[src/tdpt_pkg.sv]
// Package for the trial-division prime test.
// Holds widths, the first divisor and the controller/datapath command and status types.
// No dependencies.
package tdpt_pkg;

	localparam int NUMBER_BITS   = 16;
	localparam int CNT_W         = (NUMBER_BITS > 1) ? $clog2(NUMBER_BITS) : 1;
	localparam int SQ_W          = NUMBER_BITS + 2;
	localparam int IN_TDATA_W    = ((NUMBER_BITS + 7) / 8) * 8;
	localparam int OUT_TDATA_W   = 8;
	localparam int FIRST_DIVISOR = 2;

	typedef struct packed {
		logic load;      // take a new number, restart divisor at two
		logic start_div; // clear remainder, load dividend shift register
		logic step;      // one restoring division step
		logic next_div;  // advance divisor and its square
	} dp_cmd_t;

	typedef struct packed {
		logic lt2;       // number below two
		logic sq_gt_n;   // divisor squared exceeds number
		logic div_last;  // current step is the final one
		logic rem_zero;  // remainder is zero
	} dp_status_t;

endpackage

[src/tdpt_ctrl.sv]
// Controller of the trial-division prime test.
// Sequences load, divisor checks and division steps; owns the output register.
// Depends on tdpt_pkg.
module tdpt_ctrl
	import tdpt_pkg::*;
(
	input  logic       clk,
	input  logic       arst_n,
	input  logic       s_tvalid,
	output logic       s_tready,
	output logic       m_tvalid,
	input  logic       m_tready,
	output logic       m_is_prime,
	output dp_cmd_t    cmd,
	input  dp_status_t status
);

	localparam logic [2:0] ST_IDLE  = 3'd0;
	localparam logic [2:0] ST_CHECK = 3'd1;
	localparam logic [2:0] ST_DIV   = 3'd2;
	localparam logic [2:0] ST_TEST  = 3'd3;
	localparam logic [2:0] ST_FIN   = 3'd4;

	logic [2:0] state_q;
	logic [2:0] state_d;
	logic       res_q;
	logic       res_d;
	logic       m_tvalid_q;
	logic       m_is_prime_q;
	logic       slot_free;
	logic       in_beat;

	assign s_tready   = (state_q == ST_IDLE);
	assign in_beat    = s_tvalid && s_tready;
	assign slot_free  = !m_tvalid_q || m_tready;
	assign m_tvalid   = m_tvalid_q;
	assign m_is_prime = m_is_prime_q;

	always_comb begin
		state_d = state_q;
		res_d   = res_q;
		cmd     = '0;
		case (state_q)
			ST_IDLE: begin
				if (in_beat) begin
					cmd.load = 1'b1;
					state_d  = ST_CHECK;
				end
			end
			ST_CHECK: begin
				if (status.lt2) begin
					res_d   = 1'b0;
					state_d = ST_FIN;
				end else if (status.sq_gt_n) begin
					res_d   = 1'b1;
					state_d = ST_FIN;
				end else begin
					cmd.start_div = 1'b1;
					state_d       = ST_DIV;
				end
			end
			ST_DIV: begin
				cmd.step = 1'b1;
				if (status.div_last) begin
					state_d = ST_TEST;
				end
			end
			ST_TEST: begin
				if (status.rem_zero) begin
					res_d   = 1'b0;
					state_d = ST_FIN;
				end else begin
					cmd.next_div = 1'b1;
					state_d      = ST_CHECK;
				end
			end
			ST_FIN: begin
				if (slot_free) begin
					state_d = ST_IDLE;
				end
			end
			default: begin
				state_d = ST_IDLE;
			end
		endcase
	end

	always_ff @(posedge clk or negedge arst_n) begin
		if (!arst_n) begin
			state_q    <= ST_IDLE;
			res_q      <= 1'b0;
			m_tvalid_q <= 1'b0;
		end else begin
			state_q <= state_d;
			res_q   <= res_d;
			if (state_q == ST_FIN && slot_free) begin
				m_tvalid_q <= 1'b1;
			end else if (m_tready) begin
				m_tvalid_q <= 1'b0;
			end
		end
	end

	always_ff @(posedge clk) begin
		if (state_q == ST_FIN && slot_free) begin
			m_is_prime_q <= res_q;
		end
	end

	a_accept_to_check: assert property (@(posedge clk) disable iff (!arst_n)
		in_beat |=> state_q == ST_CHECK)
		else $error("accepted beat did not start a check");

	a_last_step_to_test: assert property (@(posedge clk) disable iff (!arst_n)
		cmd.step && status.div_last |=> state_q == ST_TEST)
		else $error("division did not end in test");

	a_advance_nonzero: assert property (@(posedge clk) disable iff (!arst_n)
		cmd.next_div |-> !status.rem_zero)
		else $error("divisor advanced on exact division");

	a_fin_drives_valid: assert property (@(posedge clk) disable iff (!arst_n)
		state_q == ST_FIN && slot_free |=> m_tvalid_q && state_q == ST_IDLE)
		else $error("finished result not presented");

endmodule

[config.mk]
export PLATFORM = sky130hd
export DESIGN_NAME = tdpt_ctrl
export DESIGN_NICKNAME = d
export VERILOG_FILES = /design/src/tdpt_pkg.sv /design/src/tdpt_ctrl.sv
export SDC_FILE = /design/constraint.sdc
export NUM_CORES = 1
export LEC_CHECK = 0
export BUFFER_PORTS_ARGS = -buffer_cell sky130_fd_sc_hd__buf_2
export CAP_MARGIN = 0
export CORE_ASPECT_RATIO = 0.9
export CORE_UTILIZATION = 23
export DETAILED_ROUTE_END_ITERATION = 8
export PLACE_DENSITY = 0.44
export SETUP_SLACK_MARGIN = 0.02
export SYNTH_ARGS = -nofsm -noshare
export SYNTH_HDL_FRONTEND = slang
export SYNTH_SLANG_ARGS = --single-unit
[constraint.sdc]
create_clock -name clk -period 1.45 [get_ports clk]
set_clock_uncertainty 0.15 [all_clocks]
set_input_delay 0.2175 -clock clk [delete_from_list [all_inputs] [get_ports clk]]
set_output_delay 0.2175 -clock clk [all_outputs]
set_load 0.1 [all_outputs]
Yosys cells after proc, flatten, opt, wreduce, memory -nomap -nowiden
Index checks and enable logic that the tools add are counted.
Operators by class
  equality and inequality tests: 9
  multiplexer cells: 21
  reduce and logical (&&, ||, !) cells: 9
Operators with widths (number)
  3-bit two-way mux: 6
  3-bit one-hot mux with 5 select lines: 1
  1-bit two-way mux: 13
  3-bit by 2-bit equality test with 1-bit output, second input constant: 2
  2-bit inequality test, second input constant: 3
  3-bit AND reduction: 2
  2-bit nonzero test: 2
  3-bit by 1-bit equality test with 1-bit output, second input constant: 1
  3-bit equality test, second input constant: 1
  3-bit logical NOT: 1
  3-bit inequality test, second input constant: 1
  1-bit logical AND: 2
  2-bit by 1-bit inequality test with 1-bit output, second input constant: 1
  1-bit one-hot mux with 2 select lines: 1
  1-bit logical NOT: 1
  1-bit logical OR: 1
Word-level totals
  flip-flop bits (word level): 6
  input port bits: 8
  output and inout port bits: 7
  logic and storage cells: 43

Logic depth before layout (Yosys ltp)
Gate-level depths: netlist of run 1.
  depth after elaboration: 4
  mapped depth: 4
  mapped depth without buffers: 3

Worst setup path before layout of run 1
Ideal clock, no wire load.
  path type: register -> output
  from: register state_q[0]
  to: output port cmd[1] in the netlist's numbering
  data arrival time: 2692 ps
  data required time: 1082 ps
  slack: -1609 ps
  cell stages (with the launch flop): 3
  path buffers: 1
  cell sequence: dfrtp_1 > buf_6 > nor3b_1
RTL lines
  start, declared: line tdpt_ctrl.sv:24  | logic [2:0] state_q;
  start signal, assigned: line tdpt_ctrl.sv:94  | state_q <= state_d;
  end, declared: line tdpt_ctrl.sv:14  | output dp_cmd_t cmd,

==> results of run 1 <==
## flip-flops by register name (all words and copies together) (netlist names)
| name | count |
|---|---|
| state_q | 3 |
| res_q | 1 |
| m_tvalid | 1 |
| m_is_prime | 1 |
## synthesized netlist by cell type
cell	count	area [um2]
o22ai_1	1	6.26
nand2b_1	3	18.8
nand2_1	4	15.0
and2_1	1	6.26
a21oi_1	2	10.0
nor2b_1	2	12.5
dfrtp_1	5	125
o2bb2ai_1	1	8.76
nor3b_1	1	7.51
o21ai_1	1	5.00
nor2b_4	1	13.8
nor3_2	3	30.0
buf_6	1	11.3
edfxtp_1	1	30.0
nor2_2	1	6.26
or2_1	1	6.26
nor2_1	2	7.51
mux2i_1	1	10.0
and3_1	1	6.26
## metal layers
layer  track usage (%)  share of wire, %  wire length, um
met1              12.5                42              378
met5                 0                 0                0
met4              4.69               1.8               16
met3              5.66               4.5               41
met2              23.5                52              472
## critical path, delay by kind of cell (launching register included)
kind,cells,cell delay [ps]
buffers and inverters,1,200
DFF,1,400
and+or+nand+nor,2,430
## per-stage QoR
stage | hold WS, ps | setup TNS [ps] | instance area (um2)
detailed placement | -111 | 0 | 577
finish | 59.1 | -698 | 692
global placement | -111 | 0 | 577
floorplan | -228 | -2170 | 365
global route | 60.5 | -1020 | 692
CTS | 55.4 | -708 | 669
## worst paths after layout
kind | startpoint | endpoint | slack (ps) | cells past startpoint
setup / recovery | state_q[1] | cmd[2] | -180 | 3
hold / removal | s_tvalid | state_q[0] | 60 | 3
setup reg to reg | state_q[0] | m_is_prime | 0 | 4
hold reg to reg | res_q | m_is_prime | 350 | 0
max in group asynchronous | arst_n | state_q[2] | 840 | 2
min in group asynchronous | arst_n | m_tvalid | 160 | 2
## cell type report
type                    instances  area [um2]
well taps                      14        17.5
flip-flops and latches          6         158
clock buffers                   4        26.3
multi-input cells              26         230
repair buffers                 26         260
fillers                       114         599
## cell families (layout without fill, tap and decap cells)
kind of cell	count (synthesis)	in the layout	synth area share (%)
AOI/OAI and AO/OA	5	5	8.92
and+or+nand+nor	20	20	38.7
DFF	6	6	46.1
muxes	1	1	2.97
buffers and inverters	1	30	3.35
## timing repair
action                                 CTS  global route
gates cloned                             0             0
endpoints found under the hold margin    5             0
hold buffers                             1             0
resized for setup                        7             4
setup endpoints to repair                5             8
pin swaps                                4             3
buffers inserted                         4             1
==> results.sh, run 1 <==
export IMPL_outcome="complete, but fails checks"
export IMPL_violations="negative setup slack"
export IMPL_grt_pass1_wl_mm=1.42
export IMPL_maxSlewViolCount=0
export IMPL_drive_gt1_share_pct=72.6
export IMPL_overflow=0
export IMPL_grt_max_degree=6
export IMPL_crit_required_ps=1080
export IMPL_rsz0062_at_grt="true"
export IMPL_syn_area_um2=337
export IMPL_final_cell_mix="buf_4 (9), buf_2 (8), buf_12 (6)"
export IMPL_grt_pass1_vias=337
export IMPL_cts_htree_levels=1
export IMPL_die_h_um=38.3
export IMPL_relSlewSlack_pct=68.1
export IMPL_drc=0
export IMPL_syn_nets=41
export IMPL_ios=15
export IMPL_drt_iter0_markers=5
export IMPL_setup_viol=5
export IMPL_hold_violations=0
export IMPL_fin_cells=76
export IMPL_synth_cell_types=19
export IMPL_fmaxAchievable_ghz=0.612
export IMPL_crit_chain="or2_4 > nor3_4 > buf_12"
export IMPL_layout_commonest_cell="buf_4"
export IMPL_yosysSeqAreaShare_pct=46.1
export IMPL_coreArea_um2=1290
export IMPL_slowest_delay_ps=400
export IMPL_ant_nets=0
export IMPL_finalWorstSetupSlack_ps=-183
export IMPL_cp_end_kind="output pin"
export IMPL_period_minus_slack_ps=1630
export IMPL_globalRouteTotalUtil_pct=12.6
export IMPL_wirelength_um=907
export IMPL_yosysWarningCount=0
export IMPL_vias=353
export IMPL_die_w_um=42.3
export IMPL_clk_insertion_delay_late_ps=250
export IMPL_ys_ff_latch=6
export IMPL_preCtsSetupSlack_ps=9.65
export IMPL_die_area_um2=1620
export IMPL_tightest_slew_ps=482
export IMPL_cts_made_buffers=3
export IMPL_cts_tree="done"
export IMPL_syn_to_final_growth_pct=106
export IMPL_criticalPathCategory="reg2out"
export IMPL_clk_path_buf_depth=2
export IMPL_wl_per_cell_um=11.9
export IMPL_synth_cells=33
export IMPL_cts_sinks=6
export IMPL_critPathMaxFanout=3
export IMPL_initial_core_util_pct=26.1
export IMPL_critPathLaunchType="flip-flop"
export IMPL_hp_class="in2reg"
export IMPL_min_period_over_period_pct=113
export IMPL_placed_cells=66
export IMPL_num_rows=12
export IMPL_viasPerCell=4.64
export IMPL_antenna_found_initial=0
export IMPL_finalCoreUtilization_pct=53.6
export IMPL_routabilityCongestion=0.799
export IMPL_portBuffers=14
export IMPL_hpwl_um=646
export IMPL_worstPathArrival_ps=1270
export IMPL_cts_root_buf="clkbuf_4"
export IMPL_diodes=0
export IMPL_avgSynthCellArea_um2=10.2
export IMPL_clk_pin_slew_ps=60
export IMPL_crit_slowest_cell="dfrtp_1"
export IMPL_timing_max_cap_violations=0
export IMPL_dr_pass1_iters=2
export IMPL_layout_nets=71
Power of run 1 is left out: the tool's default activity adds up to more than one toggle a clock period on the data nets, which glitch-free logic cannot reach.
==> run 2: changes to the inputs <==
CELL_PAD_IN_SITES_DETAIL_PLACEMENT = 0   (was not set)
CELL_PAD_IN_SITES_GLOBAL_PLACEMENT = 1   (was not set)
PLACE_DENSITY = 0.54   (was 0.44)
==> results.sh, run 2 (synthesis gave the netlist of run 1 again) <==
export IMPL_register_area_um2=158
export IMPL_diodes=0
export IMPL_globalRouteTotalUtil_pct=12.6
export IMPL_setup_viol=5
export IMPL_layout_commonest_cell="buf_2"
export IMPL_vias=326
export IMPL_routabilityCongestion=0.757
export IMPL_hold_violations=0
export IMPL_period_minus_slack_ps=1640
export IMPL_cts_root_buf="clkbuf_4"
export IMPL_die_w_um=42.3
export IMPL_die_area_um2=1620
export IMPL_dr_pass1_iters=4
export IMPL_drt_iter0_markers=6
export IMPL_cts_htree_levels=1
export IMPL_num_fill_cells=118
export IMPL_viasPerCell=4.47
export IMPL_cts_made_buffers=3
export IMPL_layout_nets=68
export IMPL_clk_pin_slew_ps=50
export IMPL_worstPathArrival_ps=1270
export IMPL_clk_path_buf_depth=2
export IMPL_multiInputGateArea_um2=221
export IMPL_min_period_over_period_pct=113
export IMPL_timing_max_cap_violations=0
export IMPL_whs_ps=70.4
export IMPL_clk_insertion_delay_late_ps=240
export IMPL_coreArea_um2=1290
export IMPL_grt_max_degree=6
export IMPL_critPathMaxFanout=4
export IMPL_relSlewSlack_pct=68.0
export IMPL_crit_required_ps=1080
export IMPL_criticalPathCategory="reg2out"
export IMPL_ios=15
export IMPL_outcome="complete, but fails checks"
export IMPL_wirelength_um=826
export IMPL_num_rows=12
export IMPL_hpwl_um=698
export IMPL_grt_pass1_vias=334
export IMPL_wl_per_cell_um=11.3
export IMPL_hp_class="in2reg"
export IMPL_initial_core_util_pct=26.1
export IMPL_drive_gt1_share_pct=64.4
export IMPL_violations="negative setup slack"
export IMPL_maxSlewViolCount=0
export IMPL_largest_register="state_q"
export IMPL_finalCoreUtilization_pct=51.2
export IMPL_final_cell_mix="buf_2 (8), buf_12 (6), buf_4 (6)"
export IMPL_critPathLaunchType="flip-flop"
export IMPL_portBuffers=14
export IMPL_syn_to_final_growth_pct=96.3
export IMPL_antenna_found_initial=0
export IMPL_rsz0062_at_grt="true"
export IMPL_cts_tree="done"
export IMPL_finalWorstSetupSlack_ps=-190
export IMPL_drc=0
export IMPL_die_h_um=38.3
export IMPL_cts_sinks=6
export IMPL_ant_nets=0
export IMPL_cp_end_kind="output pin"
export IMPL_largest_reg_flops=3
export IMPL_tightest_slew_ps=484
export IMPL_overflow=0
export IMPL_fmaxAchievable_ghz=0.610
export IMPL_grt_pass1_wl_mm=1.46
## run 2: changes by cell type in the layout (fill, tap and decap cells not counted)
cell and delta:
nand2_2 -2, o22ai_2 -1, nor3b_2 -1, nor3b_4 +1
nand2_1 +2, a21oi_2 -1, a21oi_1 +1, buf_4 -3
o22ai_1 +1
## run 2: worst max-delay path: stages (launching register included)
cell and delay [ps]:
dfrtp_1 390, buf_6 140, nor3_4 160, and2_4 170, buf_12 160
## run 2: layout make-up
class                      instances  area share [%]
clock buffer                       4            3.98
timing repair buffer              23            36.0
sequential                         6            23.9
tap                               14            2.65
multi-input combinational         26            33.5
## run 2: stage by stage
step           worst slack, ps  instance area, um2  TNS [ps]  cells
2_1_floorplan             -699                 365     -2170     33
3_3_place_gp              35.8                 577         0     66
3_5_place_dp              12.5                 577         0     66
4_1_cts                   -208                 653      -802     72
5_1_grt                   -259                 661     -1010     73
6_report                  -190                 661      -716     73
## run 2: what timing repair did
action / 4_1_cts / 5_1_grt
hold buffers: 1 / 0
buffers inserted: 1 / 1
gates resized for setup: 8 / 0
hold endpoints to repair: 5 / 0
pin swaps: 3 / 1
setup endpoints to repair: 5 / 5
cloned: 0 / 0
## run 2: path summary, 6_finish.rpt
kind / from / endpoint / slack (ps) / cells past startpoint
min reg2reg: res_q / m_is_prime / 330 / 0
max reg2reg: state_q[1] / m_is_prime / 60 / 4
min in group asynchronous: arst_n / state_q[2] / 190 / 2
min: s_tvalid / state_q[0] / 70 / 3
max: state_q[2] / cmd[3] / -190 / 4
max in group asynchronous: arst_n / state_q[0] / 810 / 2
## run 2: metal layers
metal / global-route usage (%) / part of all wire (%) / vias to the layer above
met5: 0 / 0 / -
met1: 12.2 / 39 / 145
met2: 24.6 / 56 / 14
li1: - / - / 165
met4: 7.03 / 0.73 / 0
met3: 3.30 / 4.7 / 2
Power of run 2 is left out for the same reason.
==> run 3: changes to the inputs <==
BUFFER_PORTS_ARGS = not set   (was -buffer_cell sky130_fd_sc_hd__buf_2)
CORE_ASPECT_RATIO = not set   (was 0.9)
DONT_BUFFER_PORTS = 1   (was not set)
PLACE_DENSITY = 0.42   (was 0.54)
==> results.sh, run 3 (synthesis gave the netlist of run 1 again) <==
export IMPL_ant_nets=0
export IMPL_ios=15
export IMPL_criticalPathCategory="reg2out"
export IMPL_layout_commonest_cell="buf_4"
export IMPL_grt_pass1_vias=328
export IMPL_largest_register="state_q"
export IMPL_drt_iter0_markers=5
export IMPL_num_rows=13
export IMPL_fmaxAchievable_ghz=0.604
export IMPL_min_period_over_period_pct=114
export IMPL_hpwl_um=658
export IMPL_startpoint="state_q[1]"
export IMPL_crit_slowest_cell="dfrtp_1"
export IMPL_syn_to_final_growth_pct=79.2
export IMPL_worstPathArrival_ps=1290
export IMPL_die_h_um=40.3
export IMPL_clk_insertion_delay_late_ps=250
export IMPL_vias=313
export IMPL_critPathMaxFanout=3
export IMPL_cp_end_kind="output pin"
export IMPL_final_cell_mix="buf_4 (10), nand2_1 (4), buf_12 (4)"
export IMPL_finalWorstSetupSlack_ps=-205
export IMPL_r2r_end="state_q[2]"
export IMPL_critPathBufInv=1
export IMPL_period_minus_slack_ps=1660
export IMPL_portBuffers=0
export IMPL_cts_root_buf="clkbuf_4"
export IMPL_cts_made_buffers=3
export IMPL_crit_path_end="cmd[2]"
export IMPL_r2r_slack_ps=130
export IMPL_setup_tns_ps=-901
export IMPL_viasPerCell=4.60
export IMPL_cts_tree="done"
export IMPL_relSlewSlack_pct=80.8
export IMPL_grt_pass1_wl_mm=1.32
export IMPL_timing_max_cap_violations=0
export IMPL_crit_required_ps=1080
export IMPL_globalRouteTotalUtil_pct=13.6
export IMPL_cp_depth=3
export IMPL_cts_htree_levels=1
export IMPL_hold_start="status[3]"
export IMPL_layout_nets=62
export IMPL_maxSlewViolCount=0
export IMPL_whs_ps=11.0
export IMPL_diodes=0
export IMPL_crit_chain="or2_4 > nor3_4 > buf_12"
export IMPL_wl_per_cell_um=12.7
export IMPL_coreArea_um2=1330
export IMPL_die_area_um2=1620
export IMPL_wirelength_um=865
export IMPL_outcome="complete, but fails checks"
export IMPL_violations="negative setup slack"
export IMPL_slowest_delay_ps=420
export IMPL_critPathLaunchType="flip-flop"
export IMPL_largest_reg_flops=3
export IMPL_worstReg2RegStart="state_q[1]"
export IMPL_clk_pin_slew_ps=50
export IMPL_clk_path_buf_depth=2
export IMPL_overflow=0
export IMPL_rsz0062_at_grt="true"
export IMPL_setup_viol=5
export IMPL_die_w_um=40.3
export IMPL_critPathTopFamily="simple AND/OR/NAND/NOR gates"
export IMPL_drc=0
export IMPL_routabilityCongestion=0.742
export IMPL_drive_gt1_share_pct=56.6
export IMPL_hp_class="in2reg"
export IMPL_tightest_slew_ps=290
export IMPL_cts_sinks=6
export IMPL_grt_max_degree=7
export IMPL_antenna_found_initial=0
export IMPL_dr_pass1_iters=2
export IMPL_r2r_cells=5
export IMPL_hold_violations=0
export IMPL_initial_core_util_pct=25.2
==> run 3: cell types whose count changed in the layout (fill, tap and decap cells not counted), sizes merged <==
cell	delta
dlygate4sd3	+1
buf	-7
==> run 3: stage by stage <==
stage               setup WS, ps  cells  cell area (um2)  utilization [%]
floorplan                   -699     33              365                -
global placement            34.0     59              507             38.0
CTS                         -216     68              603             45.2
finish                      -205     68              603             45.2
global route                -253     68              603             45.2
detailed placement          26.8     59              507             38.0
==> run 3: worst min-delay path by stage <==
stage | end | cells after the start | slack [ps]
2_1_floorplan | m_tvalid | 0 | -230
3_3_place_gp | state_q[2] | 0 | -230
3_5_place_dp | m_tvalid | 0 | -230
4_1_cts | res_q | 2 | 10
5_1_grt | res_q | 2 | 10
6_report | res_q | 2 | 10
==> run 3: worst reg2reg max path, delay by kind of cell (launching register included) <==
family	cells	cell delay, ps
AOI/OAI and AO/OA	1	170
and+or+nand+nor	2	190
DFF	1	420
buffers and inverters	2	300
==> run 3: final cells by class <==
cell class              count  area (um2)
fillers                   132         731
multi-input cells          26         214
repair buffers             17         186
flip-flops and latches      6         158
clock buffers               4        26.3
well taps                  15        18.8
==> run 3: metal layers <==
layer / part of all wire [%] / track usage [%]
met1: 38 / 15.2
met2: 52 / 21.4
met3: 7.6 / 2.78
met5: 0 / 0
met4: 2.0 / 12.5
==> run 3: timing repair <==
action                                 CTS  global route
pin swaps                                2             0
setup endpoints to repair                5             5
hold buffers                             2             0
buffers inserted                         3             0
endpoints found under the hold margin    6             0
resized for setup                        8             0
Power of run 3 is left out for the same reason.
